$ cat config.mk
export PLATFORM = sky130hd
export DESIGN_NAME = adx_trend_position_engine_unit
export DESIGN_NICKNAME = d
export VERILOG_FILES = /design/src/rtl/adxe_pkg.sv /design/src/rtl/adx_trend_position_engine_unit.sv /design/src/rtl/adxe_divider.sv
export SDC_FILE = /design/constraint.sdc
export NUM_CORES = 2
export LEC_CHECK = 0
export BUFFER_PORTS_ARGS = -buffer_cell sky130_fd_sc_hd__buf_2
export CAP_MARGIN = 20
export CORE_MARGIN = 2
export CORE_UTILIZATION = 60
export DETAILED_ROUTE_END_ITERATION = 8
export PLACE_DENSITY_LB_ADDON = 0.25
export SYNTH_ARGS = -nofsm -noshare
export SYNTH_HDL_FRONTEND = slang
export SYNTH_SLANG_ARGS = --single-unit
$ cat constraint.sdc
create_clock -name clock -period 19.5 [get_ports clock]
set_input_delay 2.925 -clock clock [delete_from_list [all_inputs] [get_ports clock]]
set_output_delay 2.925 -clock clock [all_outputs]
set_load 0.005 [all_outputs]
$ cat src/rtl/adxe_pkg.sv
package adxe_pkg;

   localparam int PRICE_BITS    = 24;
   localparam int FRAC_BITS     = 16;
   localparam int ATR_BITS      = PRICE_BITS + FRAC_BITS;
   localparam int DI_BITS       = FRAC_BITS + 1;
   localparam int PCT_BITS      = 23;
   localparam int ALPHA_BITS    = 17;
   localparam int LIMIT_BITS    = 15;
   localparam int POS_BITS      = 16;
   localparam int CASH_BITS     = 48;
   localparam int ACT_BITS      = 2;
   localparam int CSR_IDX_BITS  = 2;
   localparam int CSR_DATA_BITS = 23;
   localparam int QUO_BITS      = PCT_BITS;
   localparam int CNT_BITS      = 5;
   localparam int MUL_A_BITS    = PRICE_BITS + 1;
   localparam int MUL_B_BITS    = ALPHA_BITS + 1;
   localparam int PROD_BITS     = MUL_A_BITS + MUL_B_BITS;

   localparam logic [ALPHA_BITS-1:0]    ALPHA_ONE       = 17'd65536;
   localparam logic [PCT_BITS-1:0]      THRESHOLD_RESET = 23'd1638400;
   localparam logic [ALPHA_BITS-1:0]    ALPHA_RESET     = 17'd8738;
   localparam logic [LIMIT_BITS-1:0]    LIMIT_RESET     = 15'd10;

   localparam logic [CSR_IDX_BITS-1:0]  CSR_ADX_THRESHOLD   = 2'd0;
   localparam logic [CSR_IDX_BITS-1:0]  CSR_SMOOTHING_ALPHA = 2'd1;
   localparam logic [CSR_IDX_BITS-1:0]  CSR_POSITION_LIMIT  = 2'd2;

   localparam logic [ACT_BITS-1:0] ACT_HOLD = 2'd0;
   localparam logic [ACT_BITS-1:0] ACT_BUY  = 2'd1;
   localparam logic [ACT_BITS-1:0] ACT_SELL = 2'd2;

   localparam logic [CNT_BITS-1:0] DI_STEPS = CNT_BITS'(FRAC_BITS + 1);
   localparam logic [CNT_BITS-1:0] DX_STEPS = CNT_BITS'(QUO_BITS);

   typedef enum logic [3:0] {
      S_IDLE,
      S_PREP,
      S_SM_HI,
      S_SM_LO,
      S_DIVP_INIT,
      S_DIVP_RUN,
      S_DIVM_INIT,
      S_DIVM_RUN,
      S_DX_INIT,
      S_DX_RUN,
      S_TRADE,
      S_PNL,
      S_PNL_SUM
   } state_type;

   typedef enum logic [1:0] {
      SM_ATR,
      SM_DIP,
      SM_DIM,
      SM_ADX
   } sm_sel_type;

   typedef struct packed {
      logic                start;
      logic [CNT_BITS-1:0] steps;
      logic [ATR_BITS-1:0] rem_init;
      logic [QUO_BITS-1:0] shift_init;
      logic [ATR_BITS-1:0] divisor;
   } div_req_type;

   typedef struct packed {
      logic busy;
      logic done;
   } div_stat_type;

endpackage

$ cat src/rtl/adx_trend_position_engine_unit.sv
// channel | direction | handshake        | payload
// req     | in        | req_valid/stall  | bar_high, bar_low, prior_close, bar_close
// rsp     | out       | rsp_valid/stall  | action, position, cashflow, marked_pnl, adx_value
// csr     | in        | csr_write_enable | csr_index, csr_write_data
//
// the first bar after reset is taken and gives no result
// a later bar runs two 17-step DI divisions and one 23-step DX division (each skipped
// when its result is known) and, once seeded, a high and a low multiplier step per series
// reset is synchronous and clears all series, position and cash
// a finished result waits in the output register; the next bar is taken meanwhile
// and only stalls at its final step if the result is still held
module adx_trend_position_engine_unit (
   input  logic                                   clock,
   input  logic                                   reset,
   input  logic                                   req_valid,
   output logic                                   req_stall,
   input  logic [adxe_pkg::PRICE_BITS-1:0]        req_bar_high,
   input  logic [adxe_pkg::PRICE_BITS-1:0]        req_bar_low,
   input  logic [adxe_pkg::PRICE_BITS-1:0]        req_prior_close,
   input  logic [adxe_pkg::PRICE_BITS-1:0]        req_bar_close,
   output logic                                   rsp_valid,
   input  logic                                   rsp_stall,
   output logic [adxe_pkg::ACT_BITS-1:0]          rsp_action,
   output logic signed [adxe_pkg::POS_BITS-1:0]   rsp_position,
   output logic signed [adxe_pkg::CASH_BITS-1:0]  rsp_cashflow,
   output logic signed [adxe_pkg::CASH_BITS-1:0]  rsp_marked_pnl,
   output logic [adxe_pkg::PCT_BITS-1:0]          rsp_adx_value,
   input  logic                                   csr_write_enable,
   input  logic [adxe_pkg::CSR_IDX_BITS-1:0]      csr_index,
   input  logic [adxe_pkg::CSR_DATA_BITS-1:0]     csr_write_data
);

   localparam int PB = adxe_pkg::PRICE_BITS;
   localparam int FB = adxe_pkg::FRAC_BITS;
   localparam int AB = adxe_pkg::ATR_BITS;
   localparam int DB = adxe_pkg::DI_BITS;
   localparam int TB = adxe_pkg::PCT_BITS;
   localparam int CB = adxe_pkg::CASH_BITS;
   localparam int QB = adxe_pkg::QUO_BITS;
   localparam int HB = DB + 7;          // width of diff * 100
   localparam int DXS = QB - FB;        // dividend bits that go into the shift-in part ahead of the fraction zeros

   adxe_pkg::state_type  state_ff, state_in;
   adxe_pkg::sm_sel_type sm_sel_ff;

   logic [TB-1:0]                       thr_ff;
   logic [adxe_pkg::ALPHA_BITS-1:0]     alpha_ff;
   logic [adxe_pkg::LIMIT_BITS-1:0]     limit_ff;
   logic [adxe_pkg::ALPHA_BITS-1:0]     alpha_eff;

   logic                  have_prev_ff, seeded_ff;
   logic [PB-1:0]         hi_ff, lo_ff, pc_ff, cl_ff;
   logic [PB-1:0]         prev_high_ff, prev_low_ff;
   logic [PB-1:0]         dmp_ff, dmm_ff;
   logic [AB-1:0]         atr_ff;
   logic [DB-1:0]         dip_avg_ff, dim_avg_ff, dip_raw_ff, dim_raw_ff;
   logic [TB-1:0]         adx_avg_ff;
   logic signed [adxe_pkg::POS_BITS-1:0] held_ff;
   logic signed [CB-1:0]  cash_ff;
   logic [AB-1:0]         sm_old_ff, sm_x_ff;
   logic [AB:0]           prod_hi_ff;
   logic signed [adxe_pkg::PROD_BITS-1:0] pnl_prod_ff;

   logic                  rsp_valid_ff;
   logic [adxe_pkg::ACT_BITS-1:0] act_ff;
   logic signed [CB-1:0]  pnl_ff;
   logic [TB-1:0]         rsp_adx_ff;

   logic                  req_take, rsp_take, out_blocked;

   // shared multiplier
   logic signed [adxe_pkg::MUL_A_BITS-1:0] mul_a;
   logic signed [adxe_pkg::MUL_B_BITS-1:0] mul_b;
   logic signed [adxe_pkg::PROD_BITS-1:0]  mul_p;

   // smoothing step
   logic          sm_up;
   logic [AB-1:0] sm_d;
   logic [32:0]   lo_round;
   logic [AB:0]   sm_step;
   logic [AB-1:0] sm_res;

   // bar terms
   logic signed [PB+1:0] t_hl, t_hp, t_pl, tr_max, tr_c;
   logic [AB-1:0]        trq;

   // divider setup
   logic [PB-1:0]  dm_cur;
   logic           di_zero, di_sat;
   logic [DB-1:0]  dx_diff;
   logic [DB:0]    dx_sum;
   logic [HB-1:0]  dx_hund;
   logic           dx_zero;
   logic [TB-1:0]  dx_val;
   logic           dx_ready;

   adxe_pkg::div_req_type  div_req;
   adxe_pkg::div_stat_type div_stat;
   logic [QB-1:0]          div_q;

   // trade
   logic signed [adxe_pkg::POS_BITS-1:0] lim_s;
   logic          buy, sell;
   logic signed [CB:0] cash_wide;
   logic signed [CB:0] pnl_wide;

   function automatic logic signed [CB-1:0] sat48(input logic signed [CB:0] v);
      logic signed [CB-1:0] r;
      if (v[CB] != v[CB-1])
         r = v[CB] ? {1'b1, {(CB-1){1'b0}}} : {1'b0, {(CB-1){1'b1}}};
      else
         r = v[CB-1:0];
      return r;
   endfunction

   adxe_divider u_div (
      .clock    (clock),
      .reset    (reset),
      .req      (div_req),
      .stat     (div_stat),
      .quotient (div_q)
   );

   assign req_take    = req_valid && !req_stall;
   assign rsp_take    = rsp_valid_ff && !rsp_stall;
   assign out_blocked = rsp_valid_ff && rsp_stall;

   assign alpha_eff = (alpha_ff > adxe_pkg::ALPHA_ONE) ? adxe_pkg::ALPHA_ONE : alpha_ff;

   // true range of the bar, clamped at zero
   always_comb begin
      t_hl   = $signed({2'b00, hi_ff}) - $signed({2'b00, lo_ff});
      t_hp   = $signed({2'b00, hi_ff}) - $signed({2'b00, pc_ff});
      t_pl   = $signed({2'b00, pc_ff}) - $signed({2'b00, lo_ff});
      tr_max = t_hl;
      if (t_hp > tr_max)
         tr_max = t_hp;
      if (t_pl > tr_max)
         tr_max = t_pl;
      tr_c = tr_max[PB+1] ? '0 : tr_max;
      trq  = {tr_c[PB-1:0], {FB{1'b0}}};
   end

   always_comb begin
      sm_up    = sm_x_ff >= sm_old_ff;
      sm_d     = sm_up ? (sm_x_ff - sm_old_ff) : (sm_old_ff - sm_x_ff);
      lo_round = {1'b0, mul_p[31:0]} + 33'h0_0000_8000;
      sm_step  = prod_hi_ff + {{(AB+1-17){1'b0}}, lo_round[32:16]};
      sm_res   = sm_up ? (sm_old_ff + sm_step[AB-1:0]) : (sm_old_ff - sm_step[AB-1:0]);
   end

   always_comb begin
      dm_cur  = (state_ff == adxe_pkg::S_DIVM_INIT) ? dmm_ff : dmp_ff;
      di_zero = atr_ff == '0;
      di_sat  = {1'b0, dm_cur, {(FB-1){1'b0}}} >= atr_ff;
      dx_diff = (dip_avg_ff >= dim_avg_ff) ? (dip_avg_ff - dim_avg_ff)
                                           : (dim_avg_ff - dip_avg_ff);
      dx_sum  = {1'b0, dip_avg_ff} + {1'b0, dim_avg_ff};
      dx_hund = HB'(dx_diff) * HB'(100);
      dx_zero = dx_sum == '0;
      dx_ready = ((state_ff == adxe_pkg::S_DX_INIT) && dx_zero) ||
                 ((state_ff == adxe_pkg::S_DX_RUN) && div_stat.done);
      dx_val  = (state_ff == adxe_pkg::S_DX_RUN) ? div_q : '0;
   end

   always_comb begin
      lim_s     = $signed({1'b0, limit_ff});
      buy       = (adx_avg_ff > thr_ff) && (held_ff < lim_s);
      sell      = !buy && (adx_avg_ff < thr_ff) && (held_ff > -lim_s);
      cash_wide = {cash_ff[CB-1], cash_ff};
      pnl_wide  = {cash_ff[CB-1], cash_ff} +
                  {{(CB+1-adxe_pkg::PROD_BITS){pnl_prod_ff[adxe_pkg::PROD_BITS-1]}}, pnl_prod_ff};
   end

   // next state
   always_comb begin
      state_in = state_ff;
      unique case (state_ff)
         adxe_pkg::S_IDLE:
            if (req_take && have_prev_ff)
               state_in = adxe_pkg::S_PREP;
         adxe_pkg::S_PREP:
            state_in = seeded_ff ? adxe_pkg::S_SM_HI : adxe_pkg::S_DIVP_INIT;
         adxe_pkg::S_SM_HI:
            state_in = adxe_pkg::S_SM_LO;
         adxe_pkg::S_SM_LO: begin
            unique case (sm_sel_ff)
               adxe_pkg::SM_ATR: state_in = adxe_pkg::S_DIVP_INIT;
               adxe_pkg::SM_DIP: state_in = adxe_pkg::S_SM_HI;
               adxe_pkg::SM_DIM: state_in = adxe_pkg::S_DX_INIT;
               adxe_pkg::SM_ADX: state_in = adxe_pkg::S_TRADE;
               default:          state_in = adxe_pkg::S_IDLE;
            endcase
         end
         adxe_pkg::S_DIVP_INIT:
            state_in = (di_zero || di_sat) ? adxe_pkg::S_DIVM_INIT : adxe_pkg::S_DIVP_RUN;
         adxe_pkg::S_DIVP_RUN:
            if (div_stat.done)
               state_in = adxe_pkg::S_DIVM_INIT;
         adxe_pkg::S_DIVM_INIT:
            if (di_zero || di_sat)
               state_in = seeded_ff ? adxe_pkg::S_SM_HI : adxe_pkg::S_DX_INIT;
            else
               state_in = adxe_pkg::S_DIVM_RUN;
         adxe_pkg::S_DIVM_RUN:
            if (div_stat.done)
               state_in = seeded_ff ? adxe_pkg::S_SM_HI : adxe_pkg::S_DX_INIT;
         adxe_pkg::S_DX_INIT:
            if (dx_zero)
               state_in = seeded_ff ? adxe_pkg::S_SM_HI : adxe_pkg::S_TRADE;
            else
               state_in = adxe_pkg::S_DX_RUN;
         adxe_pkg::S_DX_RUN:
            if (div_stat.done)
               state_in = seeded_ff ? adxe_pkg::S_SM_HI : adxe_pkg::S_TRADE;
         adxe_pkg::S_TRADE:
            state_in = adxe_pkg::S_PNL;
         adxe_pkg::S_PNL:
            state_in = adxe_pkg::S_PNL_SUM;
         adxe_pkg::S_PNL_SUM:
            if (!out_blocked)
               state_in = adxe_pkg::S_IDLE;
         default:
            state_in = adxe_pkg::S_IDLE;
      endcase
   end

   // control outputs: handshake, multiplier operands, divider launch
   always_comb begin
      req_stall          = 1'b1;
      mul_a              = '0;
      mul_b              = '0;
      div_req.start      = 1'b0;
      div_req.steps      = adxe_pkg::DI_STEPS;
      div_req.rem_init   = {1'b0, dm_cur, {(FB-1){1'b0}}};
      div_req.shift_init = '0;
      div_req.divisor    = atr_ff;
      unique case (state_ff)
         adxe_pkg::S_IDLE:
            req_stall = 1'b0;
         adxe_pkg::S_SM_HI: begin
            mul_a = $signed({1'b0, sm_d[AB-1:FB]});
            mul_b = $signed({1'b0, alpha_eff});
         end
         adxe_pkg::S_SM_LO: begin
            mul_a = $signed({{(adxe_pkg::MUL_A_BITS-FB){1'b0}}, sm_d[FB-1:0]});
            mul_b = $signed({1'b0, alpha_eff});
         end
         adxe_pkg::S_DIVP_INIT, adxe_pkg::S_DIVM_INIT:
            div_req.start = !(di_zero || di_sat);
         adxe_pkg::S_DX_INIT: begin
            div_req.start      = !dx_zero;
            div_req.steps      = adxe_pkg::DX_STEPS;
            div_req.rem_init   = {{(AB-(HB-DXS)){1'b0}}, dx_hund[HB-1:DXS]};
            div_req.shift_init = {dx_hund[DXS-1:0], {FB{1'b0}}};
            div_req.divisor    = {{(AB-DB-1){1'b0}}, dx_sum};
         end
         adxe_pkg::S_PNL: begin
            mul_a = $signed({1'b0, cl_ff});
            mul_b = $signed({{(adxe_pkg::MUL_B_BITS-adxe_pkg::POS_BITS){held_ff[15]}},
                             held_ff});
         end
         default: ;
      endcase
   end

   assign mul_p = mul_a * mul_b;

   // configuration
   always_ff @(posedge clock) begin
      if (reset) begin
         thr_ff   <= adxe_pkg::THRESHOLD_RESET;
         alpha_ff <= adxe_pkg::ALPHA_RESET;
         limit_ff <= adxe_pkg::LIMIT_RESET;
      end else if (csr_write_enable) begin
         unique case (csr_index)
            adxe_pkg::CSR_ADX_THRESHOLD:   thr_ff   <= csr_write_data;
            adxe_pkg::CSR_SMOOTHING_ALPHA: alpha_ff <= csr_write_data[adxe_pkg::ALPHA_BITS-1:0];
            adxe_pkg::CSR_POSITION_LIMIT:  limit_ff <= csr_write_data[adxe_pkg::LIMIT_BITS-1:0];
            default: ;
         endcase
      end
   end

   always_ff @(posedge clock) begin
      if (reset)
         state_ff <= adxe_pkg::S_IDLE;
      else
         state_ff <= state_in;
   end

   // a new result and a transfer of the held one may fall on the same edge
   always_ff @(posedge clock) begin
      if (reset)
         rsp_valid_ff <= 1'b0;
      else if (state_ff == adxe_pkg::S_PNL_SUM && !out_blocked)
         rsp_valid_ff <= 1'b1;
      else if (rsp_take)
         rsp_valid_ff <= 1'b0;
   end

   // series state and trade bookkeeping
   always_ff @(posedge clock) begin
      if (reset) begin
         have_prev_ff <= 1'b0;
         seeded_ff    <= 1'b0;
         prev_high_ff <= '0;
         prev_low_ff  <= '0;
         atr_ff       <= '0;
         dip_avg_ff   <= '0;
         dim_avg_ff   <= '0;
         adx_avg_ff   <= '0;
         held_ff      <= '0;
         cash_ff      <= '0;
      end else begin
         case (state_ff)
            adxe_pkg::S_IDLE:
               if (req_take) begin
                  hi_ff <= req_bar_high;
                  lo_ff <= req_bar_low;
                  pc_ff <= req_prior_close;
                  cl_ff <= req_bar_close;
                  if (!have_prev_ff) begin
                     have_prev_ff <= 1'b1;
                     prev_high_ff <= req_bar_high;
                     prev_low_ff  <= req_bar_low;
                  end
               end
            adxe_pkg::S_PREP: begin
               dmp_ff       <= (hi_ff > prev_high_ff) ? (hi_ff - prev_high_ff) : '0;
               dmm_ff       <= (prev_low_ff > lo_ff) ? (prev_low_ff - lo_ff) : '0;
               prev_high_ff <= hi_ff;
               prev_low_ff  <= lo_ff;
               if (seeded_ff) begin
                  sm_old_ff <= atr_ff;
                  sm_x_ff   <= trq;
                  sm_sel_ff <= adxe_pkg::SM_ATR;
               end else begin
                  atr_ff <= trq;
               end
            end
            adxe_pkg::S_SM_HI:
               prod_hi_ff <= mul_p[AB:0];
            adxe_pkg::S_SM_LO: begin
               case (sm_sel_ff)
                  adxe_pkg::SM_ATR: atr_ff <= sm_res;
                  adxe_pkg::SM_DIP: begin
                     dip_avg_ff <= sm_res[DB-1:0];
                     sm_old_ff  <= {{(AB-DB){1'b0}}, dim_avg_ff};
                     sm_x_ff    <= {{(AB-DB){1'b0}}, dim_raw_ff};
                     sm_sel_ff  <= adxe_pkg::SM_DIM;
                  end
                  adxe_pkg::SM_DIM: dim_avg_ff <= sm_res[DB-1:0];
                  default: begin
                     adx_avg_ff <= sm_res[TB-1:0];
                     seeded_ff  <= 1'b1;
                  end
               endcase
            end
            adxe_pkg::S_DIVP_INIT:
               if (di_zero)
                  dip_raw_ff <= '0;
               else if (di_sat)
                  dip_raw_ff <= '1;
            adxe_pkg::S_DIVP_RUN:
               if (div_stat.done)
                  dip_raw_ff <= div_q[DB-1:0];
            adxe_pkg::S_DIVM_INIT, adxe_pkg::S_DIVM_RUN: begin
               // the minus ratio is ready here either way once this step ends
               if ((state_ff == adxe_pkg::S_DIVM_INIT && (di_zero || di_sat)) ||
                   (state_ff == adxe_pkg::S_DIVM_RUN && div_stat.done)) begin
                  if (seeded_ff) begin
                     sm_old_ff <= {{(AB-DB){1'b0}}, dip_avg_ff};
                     sm_x_ff   <= {{(AB-DB){1'b0}}, dip_raw_ff};
                     sm_sel_ff <= adxe_pkg::SM_DIP;
                  end else begin
                     dip_avg_ff <= dip_raw_ff;
                  end
               end
               if (state_ff == adxe_pkg::S_DIVM_INIT) begin
                  if (di_zero) begin
                     dim_raw_ff <= '0;
                     if (!seeded_ff)
                        dim_avg_ff <= '0;
                  end else if (di_sat) begin
                     dim_raw_ff <= '1;
                     if (!seeded_ff)
                        dim_avg_ff <= '1;
                  end
               end else if (div_stat.done) begin
                  dim_raw_ff <= div_q[DB-1:0];
                  if (!seeded_ff)
                     dim_avg_ff <= div_q[DB-1:0];
               end
            end
            adxe_pkg::S_DX_INIT, adxe_pkg::S_DX_RUN:
               if (dx_ready) begin
                  if (seeded_ff) begin
                     sm_old_ff <= {{(AB-TB){1'b0}}, adx_avg_ff};
                     sm_x_ff   <= {{(AB-TB){1'b0}}, dx_val};
                     sm_sel_ff <= adxe_pkg::SM_ADX;
                  end else begin
                     adx_avg_ff <= dx_val;
                     seeded_ff  <= 1'b1;
                  end
               end
            adxe_pkg::S_TRADE: begin
               if (buy) begin
                  act_ff  <= adxe_pkg::ACT_BUY;
                  cash_ff <= sat48(cash_wide - $signed({{(CB+1-PB){1'b0}}, cl_ff}));
                  held_ff <= held_ff + 16'sd1;
               end else if (sell) begin
                  act_ff  <= adxe_pkg::ACT_SELL;
                  cash_ff <= sat48(cash_wide + $signed({{(CB+1-PB){1'b0}}, cl_ff}));
                  held_ff <= held_ff - 16'sd1;
               end else begin
                  act_ff  <= adxe_pkg::ACT_HOLD;
               end
            end
            adxe_pkg::S_PNL:
               pnl_prod_ff <= mul_p;
            adxe_pkg::S_PNL_SUM:
               if (!out_blocked) begin
                  pnl_ff       <= sat48(pnl_wide);
                  rsp_adx_ff   <= adx_avg_ff;
               end
            default: ;
         endcase
      end
   end

   // action and position freeze into the output register with the pnl
   logic [adxe_pkg::ACT_BITS-1:0]        out_act_ff;
   logic signed [adxe_pkg::POS_BITS-1:0] out_pos_ff;
   logic signed [CB-1:0]                 out_cash_ff;

   always_ff @(posedge clock) begin
      if (state_ff == adxe_pkg::S_PNL_SUM && !out_blocked) begin
         out_act_ff  <= act_ff;
         out_pos_ff  <= held_ff;
         out_cash_ff <= cash_ff;
      end
   end

   assign rsp_valid      = rsp_valid_ff;
   assign rsp_action     = out_act_ff;
   assign rsp_position   = out_pos_ff;
   assign rsp_cashflow   = out_cash_ff;
   assign rsp_marked_pnl = pnl_ff;
   assign rsp_adx_value  = rsp_adx_ff;

endmodule

$ cat src/rtl/adxe_divider.sv
module adxe_divider (
   input  logic                              clock,
   input  logic                              reset,
   input  adxe_pkg::div_req_type             req,
   output adxe_pkg::div_stat_type            stat,
   output logic [adxe_pkg::QUO_BITS-1:0]     quotient
);

   logic [adxe_pkg::ATR_BITS-1:0] rem_ff, rem_in;
   logic [adxe_pkg::ATR_BITS-1:0] div_ff;
   logic [adxe_pkg::QUO_BITS-1:0] shift_ff;
   logic [adxe_pkg::QUO_BITS-1:0] quo_ff, quo_in;
   logic [adxe_pkg::CNT_BITS-1:0] cnt_ff;
   logic                          busy_ff;
   logic                          done_ff;
   logic [adxe_pkg::ATR_BITS:0]   trial;
   logic [adxe_pkg::ATR_BITS:0]   less;
   logic                          fits;

   // one restoring step: bring down the next dividend bit
   always_comb begin
      trial  = {rem_ff, shift_ff[adxe_pkg::QUO_BITS-1]};
      less   = trial - {1'b0, div_ff};
      fits   = trial >= {1'b0, div_ff};
      rem_in = fits ? less[adxe_pkg::ATR_BITS-1:0] : trial[adxe_pkg::ATR_BITS-1:0];
      quo_in = {quo_ff[adxe_pkg::QUO_BITS-2:0], fits};
   end

   always_ff @(posedge clock) begin
      if (reset) begin
         busy_ff <= 1'b0;
         done_ff <= 1'b0;
         cnt_ff  <= '0;
      end else begin
         done_ff <= 1'b0;
         if (req.start) begin
            busy_ff <= 1'b1;
            cnt_ff  <= req.steps;
         end else if (busy_ff) begin
            cnt_ff <= cnt_ff - 1'b1;
            if (cnt_ff == adxe_pkg::CNT_BITS'(1)) begin
               busy_ff <= 1'b0;
               done_ff <= 1'b1;
            end
         end
      end
   end

   always_ff @(posedge clock) begin
      if (req.start) begin
         rem_ff   <= req.rem_init;
         div_ff   <= req.divisor;
         shift_ff <= req.shift_init;
         quo_ff   <= '0;
      end else if (busy_ff) begin
         rem_ff   <= rem_in;
         shift_ff <= {shift_ff[adxe_pkg::QUO_BITS-2:0], 1'b0};
         quo_ff   <= quo_in;
      end
   end

   assign stat.busy = busy_ff;
   assign stat.done = done_ff;
   assign quotient  = quo_ff;

endmodule

# Word-level counts from Yosys, hierarchy flattened
# Index checks and enable logic that the tools add are counted.
# classes
n_div	0
bitwise_logic	3
add_sub_neg	22
shift	0
n_mux	106
multipliers	2
n_reduce_logical	62
order_cmp	13
n_eq_ne	47
# ops
op	n
$mux 40	19
$mux 48	8
$pmux 40 s4	2
$mux 17	17
$sub 40x40->40	4
$mux 24	6
$mux 23	6
$mux 106	1
$pmux 17 s2	3
$pmux 24 s2	2
$pmux 40 s2	1
$sub 24x24->25	3
$pmux 24 s3	1
$mux 26	2
$pmux 4 s13	1
$add 48x25->49	1
$add 48x43->49	1
$sub 48x25->49	1
$gt 24x24->1	2
$sub 24x24->24	2
$pmux 23 s2	1
$mul 25x18->43	1
$ge 41x40->1	1
$add 40x17->40	1
60 further kinds	168
# totals
register_bits	886
input_bits	126
output_inout_bits	139
latch_bits	0
mem_bits_rw	0
rom_bits	0
n_memories	0
word_cells	297

# Depth between registers and ports, before layout
# depth
depth_word	10
depth_mapped	72

# By module
# From an unflattened synthesis, not the netlist that was laid out.
# hier_totals
cells_unflattened	9199
hier_area_um2	80646.1
# by_module_without_submodules
module	seq_area_each_um2	n_inst	cells_per_inst	area_each_um2
adx_trend_position_engine_unit	19899.1	1	8447	72863.6
adxe_divider	3693.5	1	752	7782.5

# Worst setup path before layout
# No wires, ideal clock.
# synth_timing
path_kind	reg2reg
start	register sm_x_ff[0]
end	register atr_ff[39]
required_ns	19.405
arrival_time_ns	14.235
setup_slack_ns	5.169
setup_time_ns	0.095
synth_period_minus_slack_ns	14.331
stages_incl_launch_ff	67
cell_sequence	edfxtp_1 -> inv_1 -> ha_1 -> inv_1 -> fa_1 -> a21oi_1 -> nor2_1 -> a21oi_1 -> o21ai_0 -> a211o_1 -> o21a_2 -> nor2_1 -> buf_4 -> buf_4 -> buf_4 -> nand2_1 -> a32oi_1 -> xor2_1 -> (+31 left out) -> o21a_1 -> nor4_1 -> nand4_1 -> or3_4 -> o41ai_2 -> xor2_1 -> ha_1 -> clkbuf_1 -> a21oi_1 -> o21ai_0 -> a21o_1 -> a221o_1 -> a311oi_1 -> o21ai_0 -> nand3_1 -> xnor2_1 -> a21oi_1 -> a221oi_1
# synth_between
elab_chain_len	10
word_cells_on_any_way	13
# synth_rtl
element	line	rtl
start: declaration	adx_trend_position_engine_unit.sv:60	logic [AB-1:0] sm_old_ff, sm_x_ff;
start signal: assignment	adx_trend_position_engine_unit.sv:336	sm_x_ff <= trq;
start signal: assignment	adx_trend_position_engine_unit.sv:350	sm_x_ff <= {{(AB-DB){1'b0}}, dim_raw_ff};
start signal: assignment	adx_trend_position_engine_unit.sv:374	sm_x_ff <= {{(AB-DB){1'b0}}, dip_raw_ff};
$sub 40x40->40 or $ge 40x40->1 (tied branches)	adx_trend_position_engine_unit.sv:146, adx_trend_position_engine_unit.sv:145	
$mux 40 (*)	adx_trend_position_engine_unit.sv:146	sm_d = sm_up ? (sm_x_ff - sm_old_ff) : (sm_old_ff - sm_x_ff);
$pmux 24 s3 (*)	adx_trend_position_engine_unit.sv:238	unique case (state_ff)
$mul 25x18->43 (*)	adx_trend_position_engine_unit.sv:267	assign mul_p = mul_a * mul_b;
net mul_p, one bit	adx_trend_position_engine_unit.sv:74	logic signed [adxe_pkg::PROD_BITS-1:0] mul_p;
$add 32x16->33 (*)	adx_trend_position_engine_unit.sv:147	lo_round = {1'b0, mul_p[31:0]} + 33'h0_0000_8000;
$add 40x17->40 (*)	adx_trend_position_engine_unit.sv:148	sm_step = prod_hi_ff + {{(AB+1-17){1'b0}}, lo_round[32:16]};
$sub 40x40->40 or $add 40x40->40 (tied branches)	adx_trend_position_engine_unit.sv:149	sm_res = sm_up ? (sm_old_ff + sm_step[AB-1:0]) : (sm_old_ff - sm_step[AB-1:0]);
$mux 40 (*)	adx_trend_position_engine_unit.sv:149	
$mux 40 (*)	adx_trend_position_engine_unit.sv:345	case (sm_sel_ff)
$pmux 40 s2 (*)	adx_trend_position_engine_unit.sv:316	case (state_ff)
end signal: assignment	adx_trend_position_engine_unit.sv:339	atr_ff <= trq;
end signal: assignment	adx_trend_position_engine_unit.sv:346	adxe_pkg::SM_ATR: atr_ff <= sm_res;
end: declaration	adx_trend_position_engine_unit.sv:55	logic [AB-1:0] atr_ff;
# The timed path passes the listed nets; every way through them passes the cells marked *. The select of a mux whose other input is x is not followed.
# A chain may end at the register's enable or synchronous reset.

# Worst setup path in the final report
# layout_timing
start	register sm_old_ff[22]
end	register atr_ff[33]
# layout_between
elab_chain_len	10
word_cells_on_any_way	13
# layout_rtl
element	line	rtl
start: declaration	adx_trend_position_engine_unit.sv:60	
start signal: assignment	adx_trend_position_engine_unit.sv:335	sm_old_ff <= atr_ff;
start signal: assignment	adx_trend_position_engine_unit.sv:349	sm_old_ff <= {{(AB-DB){1'b0}}, dim_avg_ff};
start signal: assignment	adx_trend_position_engine_unit.sv:373	sm_old_ff <= {{(AB-DB){1'b0}}, dip_avg_ff};
$sub 40x40->40 or $ge 40x40->1 (tied branches)	adx_trend_position_engine_unit.sv:146, adx_trend_position_engine_unit.sv:145	
$mux 40 (*)	adx_trend_position_engine_unit.sv:146	
$pmux 24 s3 (*)	adx_trend_position_engine_unit.sv:238	
$mul 25x18->43 (*)	adx_trend_position_engine_unit.sv:267	
net mul_p, one bit	adx_trend_position_engine_unit.sv:74	
$add 32x16->33 (*)	adx_trend_position_engine_unit.sv:147	
$add 40x17->40 (*)	adx_trend_position_engine_unit.sv:148	
$sub 40x40->40 or $add 40x40->40 (tied branches)	adx_trend_position_engine_unit.sv:149	
$mux 40 (*)	adx_trend_position_engine_unit.sv:149	
$mux 40 (*)	adx_trend_position_engine_unit.sv:345	
$pmux 40 s2 (*)	adx_trend_position_engine_unit.sv:316	
# Marked as above.

==> impl_results.md <==
- Number of flops mapped to enable cells by yosys: 567
- RD Place Congestion: 1.073
- Layout cells sized above 1: 7.952%
- Worst Path Max Fanout: 30
- Global routing's busiest layer: met2
- TritonCTS clock tree: done
- DR pass1 iterations: 7
- Clock skew: 0.03525 ns
- Element type at the critical path start: register
- Critical Path RT: 20.12 ns
- Slew HR: 10.46%
- Top_reg_cell synth: edfxtp_1
- CORE AREA: 0.1330 mm^2
- Slowest stage delay, CP: 0.73 ns
- Final setup fails: 0
- Syn Nets: 10550
- Register bit total from synthesis: 868
- Initial antenna violation count: 12
- Crit share post-route: 92.08%
- CP Depth: 59
- Buf+Inv Stages, Crit Path: 6
- RSZ-0062 raised after global routing: false
- Root Buffer: clkbuf_16
- Maxcap violations: 0
- Cell family with most CP delay: simple AND/OR/NAND/NOR gates
- Initial DRC Count: 8659
- Status: finished clean
- Pin count of the biggest net entering global routing: 139
- YS warnings: 0
- Crit path arrival time: 18.58 ns
- Syn Area/Cell: 8.669 um^2
- Post-Syn Area: 0.08011 mm^2
- Tightest Pin Transition: 1.333 ns
- Placed instance area: 0.08327 mm^2
- Die width: 369.4 um
- Cell variety after synth: 113
- Hold Buf Count CTS: 0
- Total wire length: 281800 um
- Crit. End Element: register
- H-tree levels: 3
- Via Count: 72400
- Antenna-violating nets left: 0
- DR vias/cell: 6.477
- Max Transition Viols Final: 0
- Leak pwr: 37.60 nW
- CP max-delay cell: nand2_1
- CTS Buf Count: 97
- M2 GR Usage: 64.19%
- P&R area growth vs syn: 7.892%
- Max Clk Rate: 55.69 MHz
- CTS max path bufs: 3
- Final hold violation count: 0
- Fin nets: 10630
- Hold depth: 0
- Post-Syn Instances: 9241
- DR WL/cell: 25.21 um
- Worst hold path type: register to register
- Chip height: 369.4 um
- Clk slew on worst S/H paths: 0.06 ns
- CTS Sinks: 868
- IR drop worst, VDD: 0.2612 mV
- Vias in the first global route: 70370
- Sum of negative setup slack: 0 ns
- FP Rows: 134
- Final instance area: 0.08643 mm^2
- First-pass GRT wire length: 423000 um
- Minimum clock period: 17.96 ns
- Met3 usage: 9.196%
- Post_cts resized: 0
- Crit Path Category: register to register
- I/O Pins: 265
- Drc violations: 0
- Met1 usage: 48.36%
- Pwr dens: 101.6 mW/mm^2
- Post-CTS setup buffers: 0
- GR Overflow Total: 0
- Register area share after synthesis: 28.77%
- Port bufs: 264
- R2R cell count: 59
- Total GRT Usage: 40.54%
- Die ar.: 0.1365 mm^2
- FFs w/ async S/R, synth: 0%
- Starting Density: 60.25%
- Post-DP HPWL: 219100 um
- Worst-Skew Late Latency: 0.76 ns
[final timing paths]
| check | startpoint | to | slack (ns) |
|---|---|---|---|
| worst max register to register | sm_old_ff[22] | atr_ff[33] | 1.54 |
| worst min register to register | act_ff[0] | rsp_action[0] | 0.45 |
| worst max-delay path | sm_old_ff[22] | atr_ff[33] | 1.54 |
| worst min-delay path | act_ff[0] | rsp_action[0] | 0.45 |
[sequential cells by signal, indices dropped and copies added (netlist names), 24 cells and up]
| register | flops |
|---|---|
| prod_hi_ff | 40 |
| rsp_cashflow | 48 |
| sm_x_ff | 40 |
| u_div.div_ff | 40 |
| prev_low_ff | 24 |
| rsp_marked_pnl | 48 |
| cl_ff | 24 |
| lo_ff | 24 |
| cash_ff | 48 |
| atr_ff | 40 |
| u_div.rem_ff | 40 |
| sm_old_ff | 40 |
| pc_ff | 24 |
| pnl_prod_ff | 43 |
| dmp_ff | 24 |
| dmm_ff | 24 |
| prev_high_ff | 24 |
| hi_ff | 24 |
[logic make-up after synthesis]
logic type / share of synthesized area, %
buf+inv: 6.777
fa+ha+maj: 22.07
xor+xnor: 5.204
mux: 1.362
compound gates: 20.15
flops: 28.77
simple gates: 15.67
[per-stage QoR]
| stage | setup slack, ns | instances | total power [mW] | hold slack, ns | util (%) |
|---|---|---|---|---|---|
| floorplan | 5.169 | 9241 | 5.594 | 0.4003 | - |
| global placement | 2.324 | 10990 | 6.756 | 0.4289 | 62.62 |
| detailed placement | 2.020 | 10990 | 6.859 | 0.4379 | 62.63 |
| CTS | 1.922 | 11170 | 8.706 | 0.4495 | 64.98 |
| global route | 0.4119 | 11170 | 9.291 | 0.4473 | 65.00 |
| finish | 1.544 | 11180 | 8.781 | 0.4460 | 65.01 |
[report_power, final]
group	switching (mW)	total, mW	internal [mW]
sequential	0.182	2.51	2.33
combinational	2.80	4.44	1.64
clock	0.823	1.83	1.01
[routing by layer]
metal  up-vias  wire, um
met4        14     24600
met2      3829    126700
met3      1049     27840
met1     34800    102600
met5         -        92
li1      32710         -
[final cells by class]
class	count	area [um^2]
clock inverter	44	352.8
multi-input combinational	6949	51890
fill	11180	46520
inverter	1008	3784
clock buffer	136	2768
antenna	4	10.01
sequential	868	23050
tap	1768	2212
timing repair buffer	401	2369
[Yosys cell counts (all sizes together) (188+ instances only)]
library cell / number / area (um^2)
clkbuf: 331 / 1242
o21ai: 444 / 2226
a21oi: 726 / 3637
nor3: 188 / 945.9
fa: 381 / 7627
edfxtp: 567 / 17030
inv: 1006 / 3776
ha: 797 / 9972
dfxtp: 301 / 6026
nand2: 922 / 3463
nor2: 784 / 2943
a21o: 253 / 1899
xnor2: 296 / 2592
[cell usage in the layout (no fill, tap or decap), types with 65 or more instances in the layout]
master,n
edfxtp_1,567
a21o_1,253
nor3_1,185
o21bai_1,92
ha_1,797
dfxtp_1,301
and3_1,65
inv_1,1005
o21a_1,84
a31oi_1,96
buf_4,135
o21ai_0,423
xnor2_1,296
a22oi_1,84
nor2b_1,95
nand2_1,920
fa_1,381
clkbuf_16,100
nor2_1,772
a21oi_1,721
nand4_1,89
nand2b_1,78
xor2_1,180
buf_2,263
nand3_1,156
a311oi_1,77
a211oi_1,122
and2_1,110
Power figures use the tool's default switching activity.
